### src/hdl/hbkd_pkg.sv
// Shared types, usage-code constants and key tables for the boot-keyboard decoder.
package hbkd_pkg;

  localparam logic [7:0] USAGE_LIMIT = 8'h68;
  localparam logic [7:0] USAGE_TAB   = 8'h2B;
  localparam logic [7:0] USAGE_RIGHT = 8'h4F;
  localparam logic [7:0] USAGE_UP    = 8'h52;
  localparam logic [7:0] USAGE_A     = 8'h04;
  localparam logic [7:0] USAGE_Z     = 8'h1D;
  localparam logic [7:0] MASK_SHIFT  = 8'h22;
  localparam logic [7:0] MASK_CTRL   = 8'h11;
  localparam logic [7:0] MASK_ALT    = 8'h44;
  localparam logic [7:0] ESC_BYTE    = 8'd27;
  localparam logic [7:0] CSI_BYTE    = 8'h5B;

  typedef enum logic [1:0] {
    EVT_WINDOW,
    EVT_ARROW,
    EVT_CHAR
  } evt_kind_t;

  // One lane's finding: whether the slot is a new press, what kind, and its byte.
  typedef struct packed {
    logic      active;
    evt_kind_t kind;
    logic [7:0] data;
  } lane_evt_t;

  // Final letter of the cursor sequence for the four arrow keys.
  function automatic logic [7:0] arrow_final(input logic [1:0] idx);
    logic [7:0] ch;
    case (idx)
      2'd0: ch = 8'h43;
      2'd1: ch = 8'h44;
      2'd2: ch = 8'h42;
      default: ch = 8'h41;
    endcase
    return ch;
  endfunction

  // Unshifted and shifted key tables; zero means the key gives no character.
  function automatic logic [7:0] key_char(input logic [7:0] code, input logic shift);
    logic [7:0] ch;
    ch = 8'h00;
    if (code >= USAGE_A && code <= USAGE_Z) begin
      ch = (shift ? 8'h41 : 8'h61) + (code - USAGE_A);
    end else begin
      case (code)
        8'h1E: ch = shift ? 8'h21 : 8'h31;
        8'h1F: ch = shift ? 8'h40 : 8'h32;
        8'h20: ch = shift ? 8'h23 : 8'h33;
        8'h21: ch = shift ? 8'h24 : 8'h34;
        8'h22: ch = shift ? 8'h25 : 8'h35;
        8'h23: ch = shift ? 8'h5E : 8'h36;
        8'h24: ch = shift ? 8'h26 : 8'h37;
        8'h25: ch = shift ? 8'h2A : 8'h38;
        8'h26: ch = shift ? 8'h28 : 8'h39;
        8'h27: ch = shift ? 8'h29 : 8'h30;
        8'h28: ch = 8'h0A;
        8'h29: ch = 8'h1B;
        8'h2A: ch = 8'h08;
        8'h2B: ch = 8'h09;
        8'h2C: ch = 8'h20;
        8'h2D: ch = shift ? 8'h5F : 8'h2D;
        8'h2E: ch = shift ? 8'h2B : 8'h3D;
        8'h2F: ch = shift ? 8'h7B : 8'h5B;
        8'h30: ch = shift ? 8'h7D : 8'h5D;
        8'h31: ch = shift ? 8'h7C : 8'h5C;
        8'h33: ch = shift ? 8'h3A : 8'h3B;
        8'h34: ch = shift ? 8'h22 : 8'h27;
        8'h35: ch = shift ? 8'h7E : 8'h60;
        8'h36: ch = shift ? 8'h3C : 8'h2C;
        8'h37: ch = shift ? 8'h3E : 8'h2E;
        8'h38: ch = shift ? 8'h3F : 8'h2F;
        default: ch = 8'h00;
      endcase
    end
    return ch;
  endfunction

endpackage

### src/hdl/hbkd_lane.sv
// One decode lane: tests a slot against the previous report and classifies the press.
module hbkd_lane import hbkd_pkg::*; #(
  parameter int KEY_SLOTS = 6
) (
  input  logic [7:0] code,
  input  logic [7:0] mods,
  input  logic [7:0] prev_keys [KEY_SLOTS],
  output lane_evt_t  evt
);

  logic       held;
  logic [7:0] ch;

  always_comb begin
    held = 1'b0;
    for (int i = 0; i < KEY_SLOTS; i++) begin
      if (prev_keys[i] == code) held = 1'b1;
    end
  end

  assign ch = key_char(code, (mods & MASK_SHIFT) != 8'h00);

  always_comb begin
    evt.active = 1'b0;
    evt.kind   = EVT_CHAR;
    evt.data   = ch;
    if (code > 8'h01 && !held && code < USAGE_LIMIT) begin
      if ((mods & MASK_ALT) != 8'h00 && code == USAGE_TAB) begin
        evt.active = 1'b1;
        evt.kind   = EVT_WINDOW;
        evt.data   = 8'h00;
      end else if (code >= USAGE_RIGHT && code <= USAGE_UP) begin
        evt.active = 1'b1;
        evt.kind   = EVT_ARROW;
        evt.data   = arrow_final(2'(code - USAGE_RIGHT));
      end else if (ch != 8'h00) begin
        evt.active = 1'b1;
        // With Ctrl, a letter becomes its position in the alphabet.
        if ((mods & MASK_CTRL) != 8'h00 && code >= USAGE_A && code <= USAGE_Z) begin
          evt.data = code - 8'd3;
        end
      end
    end
  end

endmodule

### src/hdl/hbkd_merge.sv
// Merging stage: walks the active lanes of one report in slot order, one byte per cycle while out_ready is high.
module hbkd_merge import hbkd_pkg::*; #(
  parameter int KEY_SLOTS = 6
) (
  input  logic       clk,
  input  logic       rst,
  input  logic       load_valid,
  output logic       load_ready,
  input  lane_evt_t  load_evt [KEY_SLOTS],
  output logic       out_valid,
  input  logic       out_ready,
  output logic [7:0] out_byte,
  output logic       out_window,
  output logic       out_last
);

  logic [KEY_SLOTS-1:0] pending;
  logic [KEY_SLOTS-1:0] pick;
  logic [KEY_SLOTS-1:0] load_mask;
  lane_evt_t            evt [KEY_SLOTS];
  lane_evt_t            cur;
  logic [1:0]           sub;
  logic                 lane_done;
  logic                 xfer;

  assign pick = pending & (~pending + KEY_SLOTS'(1));

  always_comb begin
    cur = '0;
    for (int i = 0; i < KEY_SLOTS; i++) begin
      if (pick[i]) cur = cur | evt[i];
      load_mask[i] = load_evt[i].active;
    end
  end

  assign lane_done  = (cur.kind != EVT_ARROW) || (sub == 2'd2);
  assign out_valid  = |pending;
  assign out_last   = lane_done && ((pending & ~pick) == '0);
  assign out_window = (cur.kind == EVT_WINDOW);
  assign xfer       = out_valid && out_ready;
  assign load_ready = !out_valid || (xfer && out_last);

  always_comb begin
    case (cur.kind)
      EVT_WINDOW: out_byte = 8'h00;
      EVT_ARROW: begin
        case (sub)
          2'd0:    out_byte = ESC_BYTE;
          2'd1:    out_byte = CSI_BYTE;
          default: out_byte = cur.data;
        endcase
      end
      default: out_byte = cur.data;
    endcase
  end

  always_ff @(posedge clk) begin
    if (rst) begin
      pending <= '0;
      sub     <= 2'd0;
    end else if (load_valid && load_ready) begin
      pending <= load_mask;
      sub     <= 2'd0;
    end else if (xfer) begin
      if (lane_done) begin
        pending <= pending & ~pick;
        sub     <= 2'd0;
      end else begin
        sub <= sub + 2'd1;
      end
    end
  end

  always_ff @(posedge clk) begin
    if (load_valid && load_ready) begin
      evt <= load_evt;
    end
  end

endmodule

### src/hdl/hid_boot_keyboard_decoder_unit.sv
// Top level of the boot-keyboard report decoder: lanes, stage register and merge.
//
//  Channel  Direction  Handshake                     Payload
//  s_axis   in         s_axis_tvalid/s_axis_tready   tdata: modifier_bits, key_slot_0..5
//  m_axis   out        m_axis_tvalid/m_axis_tready   tdata: char_byte, tuser: window_switch,
//                                                    tlast: last_of_report
//
// A report is decoded by KEY_SLOTS parallel lanes in the cycle it is accepted and held in a
// stage register; the merge stage then sends one byte per cycle while m_axis_tready is high,
// so a report gives up to 18 bytes, all through the single output port.
// A report with no new press produces no output.
// The next report is accepted while the current one is still being sent.
// Reset is synchronous and clears the stored keys and all valid state.
module hid_boot_keyboard_decoder_unit import hbkd_pkg::*; #(
  parameter int KEY_SLOTS = 6
) (
  input  logic        clk,
  input  logic        rst,
  input  logic        s_axis_tvalid,
  output logic        s_axis_tready,
  input  logic [55:0] s_axis_tdata,  // modifier_bits, key_slot_0 .. key_slot_5
  output logic        m_axis_tvalid,
  input  logic        m_axis_tready,
  output logic [7:0]  m_axis_tdata,  // char_byte
  output logic        m_axis_tuser,  // window_switch
  output logic        m_axis_tlast   // last_of_report
);

  logic [7:0]           prev_keys [KEY_SLOTS];
  lane_evt_t            lane_evt  [KEY_SLOTS];
  lane_evt_t            stage_evt [KEY_SLOTS];
  logic [KEY_SLOTS-1:0] lane_active;
  logic                 stage_valid;
  logic                 load_ready;
  logic                 in_xfer;

  assign s_axis_tready = !stage_valid || load_ready;
  assign in_xfer       = s_axis_tvalid && s_axis_tready;

  for (genvar g = 0; g < KEY_SLOTS; g++) begin : g_lane
    hbkd_lane #(.KEY_SLOTS(KEY_SLOTS)) u_lane (
      .code      (s_axis_tdata[8*g+15 -: 8]),
      .mods      (s_axis_tdata[7:0]),
      .prev_keys (prev_keys),
      .evt       (lane_evt[g])
    );
    assign lane_active[g] = lane_evt[g].active;
  end

  always_ff @(posedge clk) begin
    if (rst) begin
      stage_valid <= 1'b0;
      for (int i = 0; i < KEY_SLOTS; i++) prev_keys[i] <= 8'h00;
    end else begin
      if (in_xfer) begin
        // Reports without a new press never enter the merge stage.
        stage_valid <= |lane_active;
        for (int i = 0; i < KEY_SLOTS; i++) prev_keys[i] <= s_axis_tdata[8*i+8 +: 8];
      end else if (load_ready) begin
        stage_valid <= 1'b0;
      end
    end
  end

  always_ff @(posedge clk) begin
    if (in_xfer) begin
      stage_evt <= lane_evt;
    end
  end

  hbkd_merge #(.KEY_SLOTS(KEY_SLOTS)) u_merge (
    .clk        (clk),
    .rst        (rst),
    .load_valid (stage_valid),
    .load_ready (load_ready),
    .load_evt   (stage_evt),
    .out_valid  (m_axis_tvalid),
    .out_ready  (m_axis_tready),
    .out_byte   (m_axis_tdata),
    .out_window (m_axis_tuser),
    .out_last   (m_axis_tlast)
  );

endmodule
### config.mk
export PLATFORM = sky130hd
export DESIGN_NAME = hid_boot_keyboard_decoder_unit
export DESIGN_NICKNAME = d
export VERILOG_FILES = /design/src/hdl/hbkd_pkg.sv /design/src/hdl/hbkd_lane.sv /design/src/hdl/hbkd_merge.sv /design/src/hdl/hid_boot_keyboard_decoder_unit.sv
export SDC_FILE = /design/constraint.sdc
export NUM_CORES = 1
export LEC_CHECK = 0
export BUFFER_PORTS_ARGS = -buffer_cell sky130_fd_sc_hd__buf_4
export CAP_MARGIN = 20
export CORE_AREA = 2 2 250 252
export DETAILED_ROUTE_END_ITERATION = 10
export DIE_AREA = 0 0 252 254
export GPL_TIMING_DRIVEN = 0
export SETUP_SLACK_MARGIN = 0.1
export SLEW_MARGIN = 25
export SYNTH_ARGS = -nofsm -noshare
export SYNTH_HDL_FRONTEND = slang
export SYNTH_SLANG_ARGS = --single-unit
### constraint.sdc
create_clock -name clk -period 4.9 [get_ports clk]
set_input_delay 0.735 -clock clk [delete_from_list [all_inputs] [get_ports clk]]
set_output_delay 0.735 -clock clk [all_outputs]
set_load 0.1 [all_outputs]
* Yosys cells after proc, flatten, opt, wreduce, memory -nomap -nowiden
Index checks and enable logic that the tools add are counted.
** Cells by class
- $lt $le $gt $ge :: 36
- Reductions and logical operators :: 89
- Divide/modulo/power cells :: 0
- $mul :: 0
- Add/sub/neg operators :: 26
- Bitwise logic cells :: 15
- Mux-type cells :: 138
- Equal/unequal tests :: 208
- Shift-type cells :: 0
** Operators with widths (count)
- == test 8 x 6 -> 1 bit, second input constant :: 144
- case mux 8 bit (26 select lines) :: 5
- == test 8 bit :: 36
- 2-to-1 mux 8 bit :: 24
- case mux 7 bit (26 select lines) :: 1
- 2-to-1 mux 11 bit :: 12
- == test 8 x 5 -> 1 bit, second input constant :: 12
- nonzero test 8 bit :: 9
- 2-to-1 mux 5 bit :: 13
- 2-to-1 mux 10 bit :: 6
- case mux 3 bit (3 select lines) :: 6
- 2-to-1 mux 1 bit :: 51
- bitwise OR 10 bit :: 5
- >= comparator 8 x 3 -> 1 bit, second input constant :: 6
- >= comparator 8 x 7 -> 1 bit, second input constant :: 6
- greater-than comparator 8 x 1 -> 1 bit, second input constant :: 6
- less-or-equal comparator 8 x 5 -> 1 bit, second input constant :: 6
- less-or-equal comparator 8 x 7 -> 1 bit, second input constant :: 6
- less-than comparator 8 x 7 -> 1 bit, second input constant :: 6
- subtractor 8 x 2 -> 8 bit, second input constant :: 6
- subtractor 8 x 3 -> 8 bit, second input constant :: 6
- logical AND 1 bit :: 47
- 2-to-1 mux 6 bit :: 7
- adder 8 bit :: 5
- 22 further kinds :: 81
** Storage, ports and cells
- Memories :: 0
- Input port bits :: 60
- ROM bits :: 0
- Bits in writable memories :: 0
- Flip-flop bits (word level) :: 183
- Latch bits :: 0
- Output and inout port bits :: 12

* Depth between registers and ports, before layout
Gate-level depths: netlist of the first run.
- Depth in word-level cells :: 22
- Depth in mapped cells :: 17
- Gate-level depth less buffers :: 14

* By module
Synthesis of the first run repeated with hierarchy kept, for this count alone.
** Unflattened totals
- Cell total of the unflattened synthesis :: 2302
- Area, all modules :: 19929.1 um2
** Modules (own cells, without submodules)
- hbkd_lane at g_lane[1].u_lane ... :: cells each 299, times used 5, sequential area each 0.0 um2, area each 2159.6 um2
- hid_boot_keyboard_decoder_unit :: cells each 290, times used 1, sequential area each 2962.8 um2, area each 4129.0 um2
- hbkd_merge :: cells each 221, times used 1, sequential area each 1961.9 um2, area each 3000.4 um2
- hbkd_lane at g_lane[0].u_lane :: cells each 296, times used 1, sequential area each 0.0 um2, area each 2001.9 um2

* Least setup slack after synthesis of the first run
OpenSTA, ideal clock, no wires.
- Path type :: flip-flop to output port
- From :: reg u_merge.pending[4]
- To :: out m_axis_tdata[0]
- Required time :: 4165 ps
- Cell stages (with the launch flop) :: 7
- Arrival :: 3639 ps
- Path slack :: 526 ps
- Cell sequence :: dfxtp_1 > clkbuf_1 > and3b_1 > buf_6 > a211o_2 > nor2_1 > a31oi_1
** On the way
- Longest elaborated chain between the ends :: 8
- Elaborated cells between the ends (all ways) :: 10
- Those cells by class :: add/sub: 1; eq/ne: 1; mux: 4; bitwise: 3; reduce/logical: 1
** RTL lines
- from (decl) :: line hbkd_merge.sv:17 : logic [KEY_SLOTS-1:0] pending;
- from (signal assigned) :: line hbkd_merge.sv:62 : pending <= load_mask;
- from (signal assigned) :: line hbkd_merge.sv:66 : pending <= pending & ~pick;
- NOT 6 bit :: line hbkd_merge.sv:26 : assign pick = pending & (~pending + KEY_SLOTS'(1));
- adder 6 x 1 -> 6 bit :: line hbkd_merge.sv:26
- AND 6 bit (*) :: line hbkd_merge.sv:26
- 2-to-1 mux 10 bit :: line hbkd_merge.sv:31 : if (pick[i]) cur = cur | evt[i];
- bitwise OR 10 bit :: line hbkd_merge.sv:31
- 2-to-1 mux 10 bit (*) :: line hbkd_merge.sv:31
- zero test 2 bit (*)
- net m_axis_tuser :: line hid_boot_keyboard_decoder_unit.sv:25 : output logic m_axis_tuser,
- case mux 8 bit (2 select lines) (*) :: line hbkd_merge.sv:44 : case (cur.kind)
- to (decl) :: line hid_boot_keyboard_decoder_unit.sv:24 : output logic [7:0] m_axis_tdata,
Mark *: on every way through the listed nets, which the timed path passes. The rest lies on a longest branch.

==> results.txt, run 1 <==
outcome = finished, final reports clean
largest family of logic cells by synthesized area = compound AO/OA/AOI/OAI gates
Root Buffer = clkbuf_16
clock period minus worst slack = 4.63 ns
Die Span X = 252 um
worst-path maximum fanout = 15
First-pass DRT Iterations = 7
Routed WL = 71.3 mm
asr flop ratio synth = 0
Worst Hold Depth = 0
Slowest cell on crit path = o41ai_1
power per cell area = 251 nW/um^2
Final HPWL DP = 54.9 mm
hold_buf cts = 0
RSZ-0062 raised after global routing = false
Seq/Total Area, Yosys = 0.270
Clock transition at path regs = 0.08 ns
cell accounting for the most synthesized area = edfxtp_1
# diodes = 0
R2R depth = 11
Yosys reg bits = 183
yosys warns = 0
final setup fails = 0
R2R setup slack = 1.46 ns
synthesized area per cell = 8.22 um^2
initial antenna violation count = 2
first-pass GRT wire length = 107 mm
XOR/XNOR Fraction of Synth Area = 0.159
Post-Synthesis Cells = 2220
Via Count = 17861
Critical Path AT = 4.93 ns
main flop type after synthesis = edfxtp_1
Die Height = 254 um
CP cell instances = buf_4, nor2_1, inv_2, buf_4, buf_2, clkbuf_4, ha_1, inv_1, ha_1, o21a_1, o41ai_1, nand2_1, or4_4, o21ba_1, nor4_2, a311oi_1
# clock sinks = 183
Final Hold Fails = 0
Synth Area in Compound Gates = 0.230
count of pins over their slew limit = 0
grt total ovfl = 0
Global Route Usage Sum = 0.218
Residual DRC = 0
Worst slew margin = 0.243
Post-CTS Resized = 0
Tcrit/Tclk final = 0.945
max_cap viols = 0
Core Region = 61300 um^2
leakage power = 0.00740 uW
Hold Crit Class = reg -> reg
Worst-Skew Late Latency = 0.46 ns
Initial Util = 0.298
Post-synth top cells = 236 x nand2_1, 183 x xnor2_1, 157 x a21oi_1
Worst Max-Slew Pin Slew = 1.14 ns
DR vias/cell = 5.75
mux cell area share after synthesis = 0.00274
die area = 64000 um^2
CTS tree = yes
DRT iter0 DRCs = 1779
critical path data required time = 5.20 ns
Max VDD drop = 197 uV
vias in the first global route = 17142
Post-synth EDFFs = 126
# rows = 91
ANT nets after route = 0
Peak Freq = 216 MHz
Post-Synth Adder-Cell Area = 0.0732
share of cells above drive strength 1 = 0.107
Top Ports = 72
filler instances = 6414
CTS Buf Count = 17
total power = 5100 uW
Worst setup EP type = flip-flop
total setup buffers inserted after CTS = 0
number of port buffers = 61
top cells by area, synth = edfxtp_1 21%, xnor2_1 8.8%, ha_1 7.3%
Startpoint Class = input pin
Final nets = 2467
Layout area overhead = 11.6%
GPL Wtd Cong = 0.966
CTS max path bufs = 2
routed len/inst = 23.0 um
post-synth cell types = 106
Post-Synth Simple-Gate Area = 0.191
Syn Nets = 2386
setup tns final = 0 ns
worst setup path category = in -> reg
largest net degree at the start of global routing = 69
Cell Area, Synth = 18300 um^2
H-tree levels = 4
hold slack = 0.414 ns
Util after Layout = 0.333
count leader, synth = nand2_1
CP max stage delay = 0.58 ns
Synth top area share = 0.207
Setup Skew = 0.0142 ns
## critical path, delay by kind of cell
| family | cells | cell delay [ns] |
|---|---|---|
| AOI/OAI and AO/OA | 4 | 1.12 |
| and+or+nand+nor | 4 | 0.89 |
| adders and majority gates | 2 | 0.56 |
| buffers and inverters | 6 | 1.57 |
## flip-flops by register name, summed over array words and instances, names as in the netlist
register         count
u_merge.sub          2
u_merge.pending      6
u_merge.evt         60
prev_keys           48
stage_evt           66
stage_valid          1
## cells in the final DEF, fill, tap and decap left out, drive strengths merged, types with 47 or more instances in the layout
| master | instances |
|---|---|
| a21oi | 157 |
| a31oi | 47 |
| buf | 171 |
| clkbuf | 134 |
| dfxtp | 57 |
| edfxtp | 126 |
| ha | 106 |
| inv | 81 |
| nand2 | 238 |
| nand4 | 58 |
| nor2 | 102 |
| o21ai | 112 |
| xnor2 | 183 |
| xor2 | 149 |
## per-layer routing
metal | routed length (um) | part of all wire | track usage
met5 | 0 | 0 | 0
met1 | 31000 | 0.44 | 0.294
met2 | 32300 | 0.45 | 0.354
met3 | 5420 | 0.076 | 0.0282
met4 | 2600 | 0.036 | 0.0857
## through the flow
step	std cells	worst slack, ns	area (um^2)
4_1_cts	3104	0.119	20400
5_1_grt	3104	0.133	20400
3_3_place_gp	3071	-0.336	19700
6_report	3104	0.269	20400
2_1_floorplan	2220	0.526	18300
3_5_place_dp	3072	-0.349	19700
## area by class of cell
class | instances | area, um^2 | share of cell area
buffer | 226 | 1060 | 0.0523
clock buffer | 17 | 425 | 0.0209
clock inverter | 15 | 191 | 0.00940
inverter | 79 | 298 | 0.0146
multi-input combinational | 1732 | 12000 | 0.589
sequential | 183 | 4920 | 0.242
tap | 790 | 988 | 0.0485
timing repair buffer | 62 | 478 | 0.0235
## worst paths after layout
path	startpoint	to
hold reg to reg	stage_evt[12]	u_merge.evt[12]
setup reg to reg	u_merge.pending[1]	stage_evt[55]
setup / recovery	s_axis_tdata[5]	stage_valid
hold / removal	stage_evt[12]	u_merge.evt[12]
## power by group
group | internal (uW) | leakage (uW) | total [uW] | switching [uW]
Clock | 695 | 0.000298 | 1410 | 716
Combinational | 588 | 0.00543 | 1840 | 1250
Sequential | 1810 | 0.00168 | 1850 | 45.2
## cells by family after synthesis
logic type,count (synthesis)
xor+xnor,332
buf+inv,305
mux,5
flops,183
simple gates,660
fa+ha+maj,107
compound gates,628
Power figures use the tool's default switching activity.
==> run 2: changes to the inputs <==
--- a/config.mk
+++ b/config.mk
@@ -11,6 +11,7 @@
 export DETAILED_ROUTE_END_ITERATION = 10
 export DIE_AREA = 0 0 252 254
 export GPL_TIMING_DRIVEN = 0
+export PLACE_DENSITY = 0.46
 export SETUP_SLACK_MARGIN = 0.1
 export SLEW_MARGIN = 25
 export SYNTH_ARGS = -nofsm -noshare
==> results.txt, run 2 (synthesized netlist as in run 1, its figures left out) <==
outcome = finished, final reports clean
met2 WL = 33.4 mm
critical path data required time = 5.06 ns
max reg flops = 66
reg2reg start = u_merge.pending[1]
Net Sw Power = 2080 uW
largest net degree at the start of global routing = 43
Setup Skew = 0.0183 ns
Residual DRC = 0
initial antenna violation count = 2
share of cells above drive strength 1 = 0.108
Core Region = 61300 um^2
Root Buffer = clkbuf_16
Final HPWL DP = 57.5 mm
R2R depth = 11
leakage power = 0.00742 uW
Routed WL = 74.1 mm
Final Hold Fails = 0
Final nets = 2468
die area = 64000 um^2
max_cap viols = 0
Layout area overhead = 11.8%
commonest non-fill, non-tap cells in the layout = 236 x nand2_1, 183 x xnor2_1, 157 x a21oi_1
Global Route Usage Sum = 0.228
Hold Path End = u_merge.evt[11]
ANT nets after route = 0
most common cell after layout, fill and taps aside = nand2_1
first-pass GRT wire length = 111 mm
Worst setup EP type = flip-flop
Worst Hold Depth = 0
power per cell area = 255 nW/um^2
Comb power frac = 0.358
Die Height = 254 um
R2R setup slack = 1.37 ns
H-tree levels = 4
hold slack = 0.415 ns
hold wc startpoint = stage_evt[11]
Seq pwr share = 0.356
Worst-Skew Late Latency = 0.47 ns
count of pins over their slew limit = 0
Clock transition at path regs = 0.09 ns
Die Span X = 252 um
hold_buf cts = 0
DR vias/cell = 5.74
Hold Crit Class = reg -> reg
dpl cell area = 19800 um^2
DRT iter0 DRCs = 1830
CTS max path bufs = 2
# clock sinks = 183
Max VDD drop = 248 uV
grt total ovfl = 0
Critical Path AT = 4.82 ns
clock period minus worst slack = 4.66 ns
Initial Util = 0.298
Util after Layout = 0.333
First-pass DRT Iterations = 5
cell area after layout = 20400 um^2
routed len/inst = 23.9 um
GPL Wtd Cong = 0.933
worst-path maximum fanout = 15
vias in the first global route = 17136
Tcrit/Tclk final = 0.951
biggest regs = stage_evt: 66 flops, u_merge.evt: 60 flops, prev_keys: 48 flops
Via Count = 17830
CTS Buf Count = 17
final setup fails = 0
register ranked first by flip-flop count = stage_evt
Power Internal = 3120 uW
M1 WL = 34.2 mm
RSZ-0062 raised after global routing = false
# diodes = 0
Top Ports = 72
Worst R2R End = stage_evt[13]
Max Used Layer = met5
Startpoint Class = input pin
CTS tree = yes
met3 WL = 4.43 mm
worst setup path category = in -> reg
non-filler instance count after layout = 3105
Peak Freq = 215 MHz
Worst Max-Slew Pin Slew = 1.06 ns
number of port buffers = 61
Sw Share = 0.400
Clock Power Share = 0.287
Worst slew margin = 0.296
# rows = 91
Placed Cells = 3073
run 2: what timing repair did:
item,in CTS,in global routing
setup buffers,0,0
setup endpoints to repair,0,5
gates resized for setup,0,2
run 2: final cells by class:
class                      count  area [um^2]
tap                          790          988
multi-input combinational   1732        12000
buffer                       226         1060
inverter                      79          298
sequential                   183         4920
timing repair buffer          63          498
clock inverter                15          216
clock buffer                  17          425
fill                        6424        40800
run 2: power groups by stage:
stage	logic, uW	clock network, uW	registers (uW)
floorplan	1290	0	1860
global placement	1810	0	1890
detailed placement	1830	0	1890
CTS	1840	1530	1850
global route	2000	1590	1860
finish	1860	1490	1850
run 2: critical path: stages:
cell,delay (ns)
buf_4,0.17
nor2_1,0.09
inv_2,0.27
buf_4,0.27
buf_2,0.40
buf_4,0.41
ha_1,0.21
inv_1,0.04
ha_1,0.29
nor3b_1,0.14
a21oi_1,0.11
o21ai_0,0.15
o32ai_2,0.35
nor4b_2,0.28
nand4_1,0.19
a21boi_0,0.41
o22ai_1,0.28
run 2: worst max-delay path by stage:
stage	startpoint	end	slack, ns
floorplan	u_merge.pending[4]	m_axis_tdata[0]	0.53
global placement	s_axis_tdata[5]	stage_valid	-0.36
detailed placement	s_axis_tdata[5]	stage_evt[4]	-0.38
CTS	s_axis_tdata[5]	stage_evt[4]	0.14
global route	s_axis_tdata[33]	stage_evt[23]	0.11
finish	s_axis_tdata[5]	stage_evt[3]	0.24
run 2: metrics by stage:
step                setup TNS, ns  setup WS (ns)  total power [uW]
floorplan                       0          0.526              3160
finish                          0          0.239              5200
global placement            -3.14         -0.364              3700
global route                    0          0.110              5450
CTS                             0          0.136              5220
detailed placement          -3.00         -0.376              3720
run 2: routing by layer:
layer	GRT usage	vias to the layer above
met3	0.0286	114
met5	0	-
met2	0.365	743
met4	0.0715	2
li1	-	8214
met1	0.320	8757
==> run 3: changes to the inputs <==
==> constraint.sdc (replaced) <==
create_clock -name clk -period 4.9 [get_ports clk]
set_input_delay 1.225 -clock clk [delete_from_list [all_inputs] [get_ports clk]]
set_output_delay 1.225 -clock clk [all_outputs]
set_load 0.1 [all_outputs]
==> results.txt, run 3 (synthesized netlist as in run 1, its figures left out) <==
outcome = finished, final reports clean
Root Buffer = clkbuf_16
crit-path most repeated cell = clkbuf_1
CP max stage delay = 0.68 ns
CTS tree = yes
Power Internal = 3090 uW
Net Sw Power = 2020 uW
DR vias/cell = 5.72
H-tree levels = 4
Startpoint Class = input pin
Initial Util = 0.298
# diodes = 0
CP cell instances = buf_4, clkbuf_1, inv_1, ha_1, or2_1, clkbuf_1, o31ai_1, a31oi_1, nor3_1, nand4_1, or4_4, o21ba_1, nor4_2, a311oi_1
Hold Path End = u_merge.evt[12]
worst setup path category = in -> reg
Die Height = 254 um
R2R depth = 11
most common cell after layout, fill and taps aside = nand2_1
GPL Wtd Cong = 0.943
Residual DRC = 0
Worst R2R End = stage_evt[4]
Final HPWL DP = 57.9 mm
register ranked first by flip-flop count = stage_evt
CTS Buf Count = 17
worst-path maximum fanout = 10
commonest non-fill, non-tap cells in the layout = 236 x nand2_1, 183 x xnor2_1, 156 x a21oi_1
biggest regs = stage_evt: 66 flops, u_merge.evt: 60 flops, prev_keys: 48 flops
Routed WL = 74.6 mm
power per cell area = 251 nW/um^2
R2R setup slack = 1.34 ns
# clock sinks = 183
critical path data required time = 5.21 ns
number of port buffers = 61
max_cap viols = 0
grt total ovfl = 0
Global Route Usage Sum = 0.230
# rows = 91
max reg flops = 66
First-pass DRT Iterations = 6
Hold Crit Class = reg -> reg
leakage power = 0.00743 uW
FF+latch area = 4920 um^2
Clock transition at path regs = 0.08 ns
Worst Setup SP = s_axis_tdata[17]
Slowest cell on crit path = clkbuf_1
Comb power frac = 0.366
ANT nets after route = 0
Setup Skew = 0.0126 ns
filler instances = 6511
Final nets = 2464
Seq pwr share = 0.361
Via Count = 17745
Final Hold Fails = 0
Critical Path AT = 4.93 ns
Sw Share = 0.395
share of cells above drive strength 1 = 0.112
Max VDD drop = 248 uV
crit path buf inv count = 4
Tcrit/Tclk final = 0.944
die area = 64000 um^2
PnR worst setup slack = 0.277 ns
Worst Max-Slew Pin Slew = 1.02 ns
first-pass GRT wire length = 111 mm
vias in the first global route = 17145
hold_buf cts = 0
Crit path depth = 14
largest net degree at the start of global routing = 48
Worst Hold Depth = 0
Die Span X = 252 um
routed len/inst = 24.0 um
CTS max path bufs = 2
pre-CTS setup slack = -0.932 ns
RSZ-0062 raised after global routing = true
Worst-Skew Late Latency = 0.47 ns
final setup fails = 0
reg2reg start = u_merge.pending[1]
DRT iter0 DRCs = 1818
Core Region = 61300 um^2
CP top delay family = simple AND/OR/NAND/NOR gates
clock period minus worst slack = 4.62 ns
Clock Power Share = 0.273
Layout area overhead = 11.8%
hold wc startpoint = stage_evt[12]
Peak Freq = 216 MHz
initial antenna violation count = 2
area of the multi-input gates = 12000 um^2
Worst slew margin = 0.318
non-filler instance count after layout = 3101
Worst setup EP type = flip-flop
Top Ports = 72
count of pins over their slew limit = 0
Placed Cells = 3073
-- run 3: per-layer routing --
layer	GRT usage	vias up	wire [um]
met3	0.0334	107	4510
met5	0	-	34
met2	0.359	737	33100
li1	-	8208	-
met1	0.323	8689	34800
met4	0.0749	4	2150
-- run 3: how the worst max path moves through the flow --
stage                      end  slack (ns)
3_5_place_dp      stage_evt[4]       -0.93
6_report           stage_valid        0.28
3_3_place_gp       stage_valid       -0.86
4_1_cts          stage_evt[25]        0.11
5_1_grt          stage_evt[33]        0.04
2_1_floorplan  m_axis_tdata[2]        0.56
-- run 3: cell type report --
class                           count  share of cell area
Multi-Input combinational cell   1732               0.590
Sequential cell                   183               0.241
Buffer                            222              0.0522
Tap cell                          790              0.0484
Timing Repair Buffer               63              0.0248
Clock buffer                       17              0.0208
Inverter                           79              0.0146
Clock inverter                     15             0.00809
-- run 3: what timing repair did --
action,CTS,global route
setup buffers,0,0
resized for setup,5,22
pin swaps,0,0
setup endpoints to repair,27,30
-- run 3: power by group through the flow --
stage | clock [uW] | combinational [uW] | sequential, uW
CTS | 1430 | 1850 | 1850
global placement | 0 | 1810 | 1890
detailed placement | 0 | 1840 | 1890
global route | 1500 | 2000 | 1860
finish | 1400 | 1870 | 1850
floorplan | 0 | 1290 | 1860
-- run 3: stage by stage --
stage / utilization / setup TNS, ns / hold slack (ns) / instance area [um^2] / total power [uW]
final: 0.333 / 0 / 0.410 / 20400 / 5110
after global routing: 0.333 / 0 / 0.420 / 20400 / 5360
after CTS: 0.333 / 0 / 0.411 / 20400 / 5130
after detailed placement: 0.323 / -22.53 / 0.405 / 19800 / 3730
after global placement: 0.322 / -20.80 / 0.402 / 19700 / 3700
after floorplan: - / 0 / 0.400 / 18300 / 3160
-- run 3: worst reg2reg max path, cell delays in order (launching register included) --
cell,delay (ns)
dfxtp_1,0.33
buf_2,0.19
nor4b_4,0.66
a32o_1,0.22
a211o_2,0.18
nor3b_4,0.08
o31a_1,0.31
nand2_2,0.12
nand2_2,0.20
clkinv_2,0.15
buf_4,0.40
buf_16,0.35
